`config.mk`:
```
export PLATFORM = sky130hd
export DESIGN_NAME = ohvd_ram
export DESIGN_NICKNAME = d
export VERILOG_FILES = /design/src/rtl/core/ohvd_ram.sv
export SDC_FILE = /design/constraint.sdc
export NUM_CORES = 1
export LEC_CHECK = 0
export BUFFER_PORTS_ARGS = -buffer_cell sky130_fd_sc_hd__buf_2
export CORE_MARGIN = 4
export CORE_UTILIZATION = 42
export DETAILED_ROUTE_END_ITERATION = 10
export GPL_ROUTABILITY_DRIVEN = 0
export PLACE_DENSITY_LB_ADDON = 0.12
export SYNTH_ARGS = -nofsm -noshare
export SYNTH_HDL_FRONTEND = slang
export SYNTH_SLANG_ARGS = --single-unit
```
`constraint.sdc`:
```
create_clock -name clock -period 3.44 [get_ports clock]
set_clock_uncertainty 0.2 [all_clocks]
set_input_delay 0.516 -clock clock [delete_from_list [all_inputs] [get_ports clock]]
set_output_delay 0.516 -clock clock [all_outputs]
set_load 0.01 [all_outputs]
```
`src/rtl/core/ohvd_ram.sv`:
```
// Generic single-write, single-read RAM with registered read data.
module ohvd_ram #(
   parameter int WIDTH = 8,
   parameter int DEPTH = 16
) (
   input  logic                     clock,
   input  logic                     wr_en,
   input  logic [$clog2(DEPTH)-1:0] wr_addr,
   input  logic [WIDTH-1:0]         wr_data,
   input  logic                     rd_en,
   input  logic [$clog2(DEPTH)-1:0] rd_addr,
   output logic [WIDTH-1:0]         rd_data
);

   logic [WIDTH-1:0] mem_ff [DEPTH];
   logic [WIDTH-1:0] rd_data_ff;

   always_ff @(posedge clock) begin
      if (wr_en) begin
         mem_ff[wr_addr] <= wr_data;
      end
      if (rd_en) begin
         rd_data_ff <= mem_ff[rd_addr];
      end
   end

   assign rd_data = rd_data_ff;

endmodule

```
==> reports/summary.txt, run 1 <==
Status: complete, no violations
Data required, critical path: 3.39 ns
I/O pins: 27
Ant diodes: 0
Max Slew Vio Count: 0
Clk_lat worst skew: 0.40 ns
Vias in the first global route: 2447
Flop pwr share: 0.531
Port buffer count: 26
DRT iter0 DRCs: 218
Post-route ant nets: 0
Switching share of total power: 0.202
FF-to-FF End: rd_data[3]$_DFFE_PP_
DIE WIDTH: 120 um
R2R Setup Slk: 1.78 ns
Max cap viols: 0
Min-Delay Path Class: in -> reg
Clock Power Share: 0.423
Number of antenna violations at the first check in global routing: 0
Largest net degree at the start of global routing: 33
Crit path launch type: input port
H-tree depth: 4
Final Cycle Share: 0.626
Max Freq: 464 MHz
CP max FO: 14
Switch Pwr: 0.715 mW
FF-to-FF Start: mem_ff[5][3]$_DFFE_PP_
Post-Syn Instances: 229
DR DRC count: 0
First-pass GRT wire length: 14900 um
Yosys warns: 0
Drt first pass iters: 4
Syn Nets: 248
CTS tree: done
Worst IR Drop VDD: 0.320 mV
Die Ht: 120 um
Nets@finish: 294
Layout cells sized above 1: 0.284
# setup viols final: 0
TritonCTS Buffers: 17
Post-CTS resize count: 0
Synth unique cells: 18
Int Pwr: 2.82 mW
Mapped Area: 5230 um^2
Synth Register Bits: 136
Final Power: 3.54 mW
Least-Margin Pin Slew: 0.957 ns
Placed cells: 424
LEAKAGE: 2.00 nW
Synthesized area per cell: 22.8 um^2
Initial Utilization: 0.432
Cell Count, Final, Fillers Out: 453
Setup crit end kind: register
Area of the multi-input gates: 1060 um^2
Fill cell count: 1013
Worst r2r path cells: 3
Total Neg Setup Slack: 0 ns
PwrDens: 585 nW/um^2
Crit path DAT: 2.10 ns
Slew Limit Headroom: 0.360
Slowest library cell on the worst path: mux4_1
CTS Hold Bufs: 0
Hold Vio Cnt, Final: 0
Core area: 12100 um^2
Gr ovfl total: 0
Logic gate share of total power: 0.046
CP Class: in -> reg
Worst-path clk slew: 0.06 ns
Slowest stage delay, CP: 0.58 ns
Area growth syn-to-layout: 15.8%
CTS Buffer Depth: 2
Critical path cell sequence: buf_2 > buf_4 > mux4_1 > a22oi_1 > nand2_1
Via density per instance: 5.29
Via count: 2396
Post-CTS Setup Repair Bufs: 0
Final WL: 9690 um
Storage cell area: 4080 um^2
Post-DP HPWL: 6280 um
Crit. Startpoint: rd_addr[0]
Register area share after synthesis: 0.781
Die Area: 14300 um^2
Cell row count: 40
Wirelength per Cell: 21.4 um
CTS Sinks: 136
CTS Root Cell: clkbuf_16
RSZ-0062 raised after global routing: no
Capture point of the worst path: rd_data[2]$_DFFE_PP_
Crit path time final: 2.15 ns
Total track usage: 0.147
==> cells in the final DEF (no fill, tap or decap), drive strengths merged <==
| cell type | count |
|---|---|
| buf | 37 |
| edfxtp | 136 |
| nor3 | 4 |
| nand2b | 2 |
| mux4 | 32 |
| clkbuf | 17 |
| clkinv | 8 |
| nand3b | 2 |
| and2b | 1 |
| clkinvlp | 4 |
| nor2 | 13 |
| nand2 | 9 |
| or3b | 1 |
| nor2b | 1 |
| and2 | 1 |
| a22oi | 16 |
| nand3 | 1 |
==> metrics by stage <==
| stage | area [um^2] | setup slack [ns] | hold slack, ns | util |
|---|---|---|---|---|
| 3_3_place_gp | 5560 | 0.894 | 0.534 | 0.459 |
| 6_report | 6050 | 1.29 | 0.279 | 0.500 |
| 4_1_cts | 6050 | 1.27 | 0.259 | 0.500 |
| 3_5_place_dp | 5560 | 0.836 | 0.539 | 0.459 |
| 2_1_floorplan | 5230 | 1.23 | 0.415 | - |
| 5_1_grt | 6050 | 1.14 | 0.264 | 0.500 |
==> sequential cells by signal (all words and copies together), names as in the netlist <==
register	count
mem_ff	128
rd_data	8
==> cell type report <==
| class | instances | area share |
|---|---|---|
| clock buffer | 17 | 0.0703 |
| clock inverter | 12 | 0.0107 |
| multi-input combinational | 83 | 0.175 |
| sequential | 136 | 0.675 |
| tap | 168 | 0.0347 |
| timing repair buffer | 37 | 0.0351 |
==> worst min-delay path by stage <==
stage / start / endpoint / cells past startpoint / slack (ns)
3_3_place_gp: mem_ff[11][2]$_DFFE_PP_ / rd_data[2]$_DFFE_PP_ / 3 / 0.53
4_1_cts: rd_en / rd_data[3]$_DFFE_PP_ / 1 / 0.26
3_5_place_dp: mem_ff[15][6]$_DFFE_PP_ / rd_data[6]$_DFFE_PP_ / 3 / 0.54
5_1_grt: rd_en / rd_data[3]$_DFFE_PP_ / 1 / 0.26
2_1_floorplan: wr_data[0] / mem_ff[0][0]$_DFFE_PP_ / 0 / 0.41
6_report: rd_en / rd_data[3]$_DFFE_PP_ / 1 / 0.28
==> logic make-up after synthesis <==
kind of cell,synth area share
AOI/OAI and AO/OA,0.0230
DFF,0.781
and+or+nand+nor,0.0314
buffers and inverters,0.0165
muxes,0.148
==> cell usage after synthesis (all sizes together) <==
cell type	instances	share of area
edfxtp	136	0.78
mux4	32	0.15
a22oi	16	0.023
nor2	13	0.0093
nand2	9	0.0065
buf	7	0.011
nor3	4	0.0038
clkdlybuf4s25	3	0.0057
nand2b	2	0.0024
nand3b	2	0.0029
and2	1	0.0012
and2b	1	0.0014
nand3	1	0.00096
nor2b	1	0.0012
or3b	1	0.0017
==> worst max-delay path: cells and delay by family <==
family | cells | cell delay (ns)
AO/OA/AOI/OAI | 1 | 0.21
buffers and inverters | 2 | 0.71
multiplexers | 1 | 0.58
AND/OR/NAND/NOR | 1 | 0.08
==> power groups by stage <==
stage               logic (mW)  registers (mW)  clock network, mW
floorplan               0.0942            1.91                  0
global placement         0.166            1.91                  0
detailed placement       0.169            1.91                  0
CTS                      0.168            1.88               1.53
global route             0.180            1.88               1.60
finish                   0.164            1.88               1.50
==> layer usage <==
layer,vias up,share of wire,GRT usage
met4,0,0.0098,0.0494
met5,-,0,0
met3,6,0.061,0.0481
met1,1258,0.43,0.201
li1,1069,-,-
met2,63,0.50,0.226
No activity file was read; power rests on OpenSTA's default activity.
==> run 2, diff against run 1 <==
Clock period 3.44 ns to 2.1 ns, I/O delays scaled along.
==> reports/summary.txt, run 2 (synthesis results as in run 1) <==
Via density per instance: 5.17 (-2.3%)
Hold depth: 1 (unchanged)
Post-DP HPWL: 6550 um (+4.3%)
Highest metal used: met5
Layout cells sized above 1: 0.330 (+0.0458)
Post-CTS resize count: 0 (unchanged)
Placed cells: 437 (+3.1%)
CP max FO: 1 (-13)
Hold slack final: 0.0710 ns (-0.208 ns)
Cell area after layout: 6400 um^2 (+5.7%)
Final Power: 6.87 mW (+94%)
CP Class: reg -> reg
Crit path DAT: 1.61 ns (-0.49 ns)
Core area: 12100 um^2 (unchanged)
Cell Count, Final, Fillers Out: 468 (+3.3%)
End-of-flow core utilization: 0.529 (+0.0287)
Wirelength per Cell: 20.9 um (-2.2%)
Status: complete, no violations
Port buffer count: 26 (unchanged)
Min-Delay Path Class: in -> reg
Initial Utilization: 0.432 (unchanged)
Worst r2r path cells: 3 (unchanged)
Max Freq: 601 MHz
Worst-path clk slew: 0.05 ns (about the same)
Clk_lat worst skew: 0.41 ns (about the same)
I/O pins: 27 (unchanged)
Number of antenna violations at the first check in global routing: 1 (+1)
# setup viols final: 0 (unchanged)
Nets@finish: 307 (+4.4%)
Cell row count: 40 (unchanged)
FF-to-FF Start: mem_ff[11][7]$_DFFE_PP_
RSZ-0062 raised after global routing: no
Commonest non-fill, non-tap cell in the layout: edfxtp_1
DR DRC count: 0 (unchanged)
TritonCTS Buffers: 17 (unchanged)
Worst IR Drop VDD: 0.498 mV (+56%)
Final WL: 9800 um (+1.1%)
Via count: 2418 (+0.92%)
R2R Setup Slk: 0.44 ns (-1.34 ns)
Slew Limit Headroom: 0.726 (+0.366)
PwrDens: 1070 nW/um^2 (+84%)
Total track usage: 0.151 (+0.00335)
Post-route ant nets: 0 (unchanged)
Placed instance area: 5700 um^2 (+2.4%)
Setup crit end kind: register
FF-to-FF End: rd_data[7]$_DFFE_PP_
Final Cycle Share: 0.793
Hold Vio Cnt, Final: 0 (unchanged)
Setup ws final: 0.435 ns (-0.850 ns)
First-pass GRT wire length: 15200 um (+2.1%)
CTS Sinks: 136 (unchanged)
LEAKAGE: 2.18 nW (+9.3%)
H-tree depth: 4 (unchanged)
Top reg by flops: mem_ff
Die Ht: 120 um (unchanged)
CTS Root Cell: clkbuf_16
Drt first pass iters: 4 (unchanged)
CTS tree: done
Vias in the first global route: 2556 (+4.5%)
Total Neg Setup Slack: 0 ns (unchanged)
Post-Place Setup Slack: 0.0209 ns (-0.815 ns)
Ant diodes: 0 (unchanged)
Post-CTS Setup Repair Bufs: 0 (unchanged)
Largest net degree at the start of global routing: 19 (-42%)
Gr ovfl total: 0 (unchanged)
Max cap viols: 0 (unchanged)
Die Area: 14300 um^2 (unchanged)
Data required, critical path: 2.05 ns (-1.34 ns)
Max reg flops: 128 (unchanged)
CTS Hold Bufs: 0 (unchanged)
DRT iter0 DRCs: 140 (-36%)
Metal2 WL: 4830 um (about the same)
Crit path launch type: register
Least-Margin Pin Slew: 0.411 ns (-0.546 ns)
Hold_sp: rd_en
Met3 Routed Length: 457 um (-23%)
Most frequent cells in the layout: edfxtp_1 (136), buf_2 (26), buf_4 (21)
Max Slew Vio Count: 0 (unchanged)
Crit path time final: 1.66 ns
CTS Buffer Depth: 2 (unchanged)
Area growth syn-to-layout: 22.5%
M1 wire length: 4380 um (+4.8%)
DIE WIDTH: 120 um (unchanged)
Sink of the worst hold path: rd_data[4]$_DFFE_PP_
[run 2: how the worst max path moves through the flow]
stage | end | start | slack (ns) | cells after the start
final | rd_data[7]$_DFFE_PP_ | mem_ff[11][7]$_DFFE_PP_ | 0.44 | 3
after global routing | rd_data[7]$_DFFE_PP_ | mem_ff[11][7]$_DFFE_PP_ | 0.36 | 3
after CTS | rd_data[7]$_DFFE_PP_ | mem_ff[12][7]$_DFFE_PP_ | 0.41 | 3
after detailed placement | rd_data[5]$_DFFE_PP_ | rd_addr[0] | 0.02 | 5
after global placement | rd_data[7]$_DFFE_PP_ | rd_addr[0] | 0.03 | 5
after floorplan | mem_ff[0][0]$_DFFE_PP_ | wr_addr[2] | 0.09 | 2
[run 2: worst max-delay path: stages (launching register included)]
cell,delay [ns]
edfxtp_1,0.35
mux4_2,0.47
a22oi_1,0.29
nand2_1,0.09
[run 2: layout make-up]
cell class / count / area, um^2
clock buffer: 17 / 425
clock inverter: 14 / 278
fill: 980 / 5710
multi-input combinational: 83 / 1060
sequential: 136 / 4080
tap: 168 / 210
timing repair buffer: 50 / 348
[run 2: layer usage]
layer	GRT usage	vias up
met5	0	-
met4	0.0487	2
met3	0.0556	12
met2	0.234	58
met1	0.199	1249
li1	-	1097
[run 2: power by group]
part | internal, mW | switching [mW] | total [mW]
Clock | 2.45 | 1.06 | 3.51
Combinational | 0.128 | 0.161 | 0.289
Sequential | 3.06 | 0.0154 | 3.07
==> run 3, diff against run 2 <==
Clock period 2.1 ns to 1.4 ns, I/O delays scaled along.
==> reports/summary.txt, run 3 (synthesis results as in run 1) <==
Status: finished with violations
Failing checks: negative setup slack
Hold Vio Cnt, Final: 0 (unchanged)
Top reg by flops: mem_ff
# setup viols final: 9 (+9)
RSZ-0062 raised after global routing: yes
Via density per instance: 5.12 (-0.95%)
CP max FO: 1 (unchanged)
Max cap viols: 0 (unchanged)
Slowest stage delay, CP: 0.48 ns (about the same)
Crit. Startpoint: mem_ff[2][5]$_DFFE_PP_
I/O pins: 27 (unchanged)
Post-Place Setup Slack: -0.650 ns (-0.671 ns)
Die Ht: 120 um (unchanged)
TritonCTS Buffers: 17 (unchanged)
DIE WIDTH: 120 um (unchanged)
Largest net degree at the start of global routing: 17 (-2)
Area growth syn-to-layout: 24.8%
Ant diodes: 0 (unchanged)
Total Neg Setup Slack: -1.52 ns (-1.52 ns)
CTS Root Cell: clkbuf_16
DRT iter0 DRCs: 157 (+12%)
Sink of the worst hold path: mem_ff[0][6]$_DFFE_PP_
Highest metal used: met4
Clk_lat worst skew: 0.41 ns (about the same)
Min-Delay Path Class: in -> reg
Final WL: 10200 um (+4.6%)
Vias in the first global route: 2633 (+3.0%)
Crit path launch type: register
Die Area: 14300 um^2 (unchanged)
Worst r2r path cells: 3 (unchanged)
CTS Buffer Depth: 2 (unchanged)
DR DRC count: 0 (unchanged)
Final Cycle Share: 1.18 (+0.383)
End-of-flow core utilization: 0.539 (+0.0100)
M1 wire length: 4660 um (+6.6%)
Least-Margin Pin Slew: 0.902 ns (+0.491 ns)
Wirelength per Cell: 21.2 um (+1.1%)
First-pass GRT wire length: 16000 um (+5.4%)
LEAKAGE: 2.17 nW (-0.60%)
Critical path cell sequence: mux4_2 > a22oi_2 > nand2_1
CTS tree: done
Hold depth: 4 (+3)
Buf/Inv on CP: 0 (unchanged)
Setup crit end kind: register
Nets@finish: 323 (+5.2%)
Fill cell count: 970 (-1.0%)
Cell row count: 40 (unchanged)
Slowest library cell on the worst path: mux4_2
Max reg flops: 128 (unchanged)
Gr ovfl total: 0 (unchanged)
Drt first pass iters: 4 (unchanged)
Total track usage: 0.158 (+0.00755)
Post-route ant nets: 0 (unchanged)
R2R Setup Slk: -0.25 ns (-0.68 ns)
CP top delay family: multiplexers
Commonest non-fill, non-tap cell in the layout: edfxtp_1
Worst-path clk slew: 0.06 ns (about the same)
Max Slew Vio Count: 0 (unchanged)
Initial Utilization: 0.432 (unchanged)
Most frequent cells in the layout: edfxtp_1 (136), mux4_2 (31), buf_2 (26)
Crit path DAT: 1.60 ns (about the same)
Port buffer count: 26 (unchanged)
Hold slack final: 0.200 ns (+0.129 ns)
Placed cells: 445 (+1.8%)
PwrDens: 1430 nW/um^2 (+33%)
FF-to-FF End: rd_data[5]$_DFFE_PP_
H-tree depth: 4 (unchanged)
Max Freq: 608 MHz (+1.2%)
CP Class: reg -> reg
Data required, critical path: 1.36 ns (-0.69 ns)
Post-DP HPWL: 6640 um (+1.4%)
Core area: 12100 um^2 (unchanged)
Storage cell area: 4080 um^2 (unchanged)
CTS Sinks: 136 (unchanged)
Layout cells sized above 1: 0.415 (+0.0846)
Post-CTS Setup Repair Bufs: 0 (unchanged)
Slew Limit Headroom: 0.396 (-0.329)
FF-to-FF Start: mem_ff[2][5]$_DFFE_PP_
Area of the multi-input gates: 1090 um^2 (+3.1%)
Worst IR Drop VDD: 0.942 mV (+89%)
Hold_sp: wr_addr[2]
Met3 Routed Length: 429 um (-6.1%)
Crit path time final: 1.65 ns (-0.0191 ns)
Metal2 WL: 5050 um (+4.5%)
Cell Count, Final, Fillers Out: 484 (+3.4%)
Setup ws final: -0.246 ns (-0.681 ns)
Via count: 2477 (+2.4%)
Number of antenna violations at the first check in global routing: 0 (-1)
run 3: cell types whose count changed in the layout (fill, tap and decap cells not counted), sizes merged:
cell / delta
dlygate4sd3: +9
buf: +7
bufinv: -6
clkinv: +4
clkbuf: +1
clkinvlp: +1
run 3: stage by stage:
stage | instance area (um^2) | power [mW]
3_5_place_dp | 5850 | 5.20
4_1_cts | 6520 | 9.40
6_report | 6520 | 9.30
5_1_grt | 6520 | 9.65
2_1_floorplan | 5260 | 4.96
3_3_place_gp | 5850 | 5.20
run 3: power by group:
group	internal (mW)	leakage [nW]	switching, mW
clock network	2.59	0.269	1.58
registers	4.59	1.24	0.0259
logic	0.247	0.667	0.270
run 3: worst max path at each step:
stage	endpoint	slack, ns	cells after the start
6_report	rd_data[5]$_DFFE_PP_	-0.25	3
5_1_grt	rd_data[2]$_DFFE_PP_	-0.28	3
4_1_cts	rd_data[5]$_DFFE_PP_	-0.24	3
3_5_place_dp	rd_data[5]$_DFFE_PP_	-0.65	6
2_1_floorplan	rd_data[1]$_DFFE_PP_	-0.21	5
3_3_place_gp	rd_data[5]$_DFFE_PP_	-0.63	6
run 3: final cells by class:
cell class,instances,area share
clock buffers,18,0.0658
clock inverters,13,0.0203
multi-input cells,83,0.167
flip-flops and latches,136,0.626
well taps,168,0.0322
repair buffers,66,0.0886
run 3: what timing repair did:
| item | 4_1_cts | 5_1_grt |
|---|---|---|
| gates resized for setup | 5 | 1 |
| endpoints found under the hold margin | 134 | 0 |
| setup endpoints to repair | 12 | 13 |
| pin swaps | 2 | 0 |
| hold buffers | 9 | 0 |
run 3: worst register-to-register path, cell delays in order, from the launching register on:
cell      delay [ns]
edfxtp_1        0.38
mux4_2          0.48
a22oi_2         0.24
nand2_1         0.09
run 3: metal layers:
layer / track usage / up-vias
li1: - / 1124
met1: 0.223 / 1286
met2: 0.240 / 53
met3: 0.0500 / 14
met4: 0.0451 / 0
met5: 0 / -
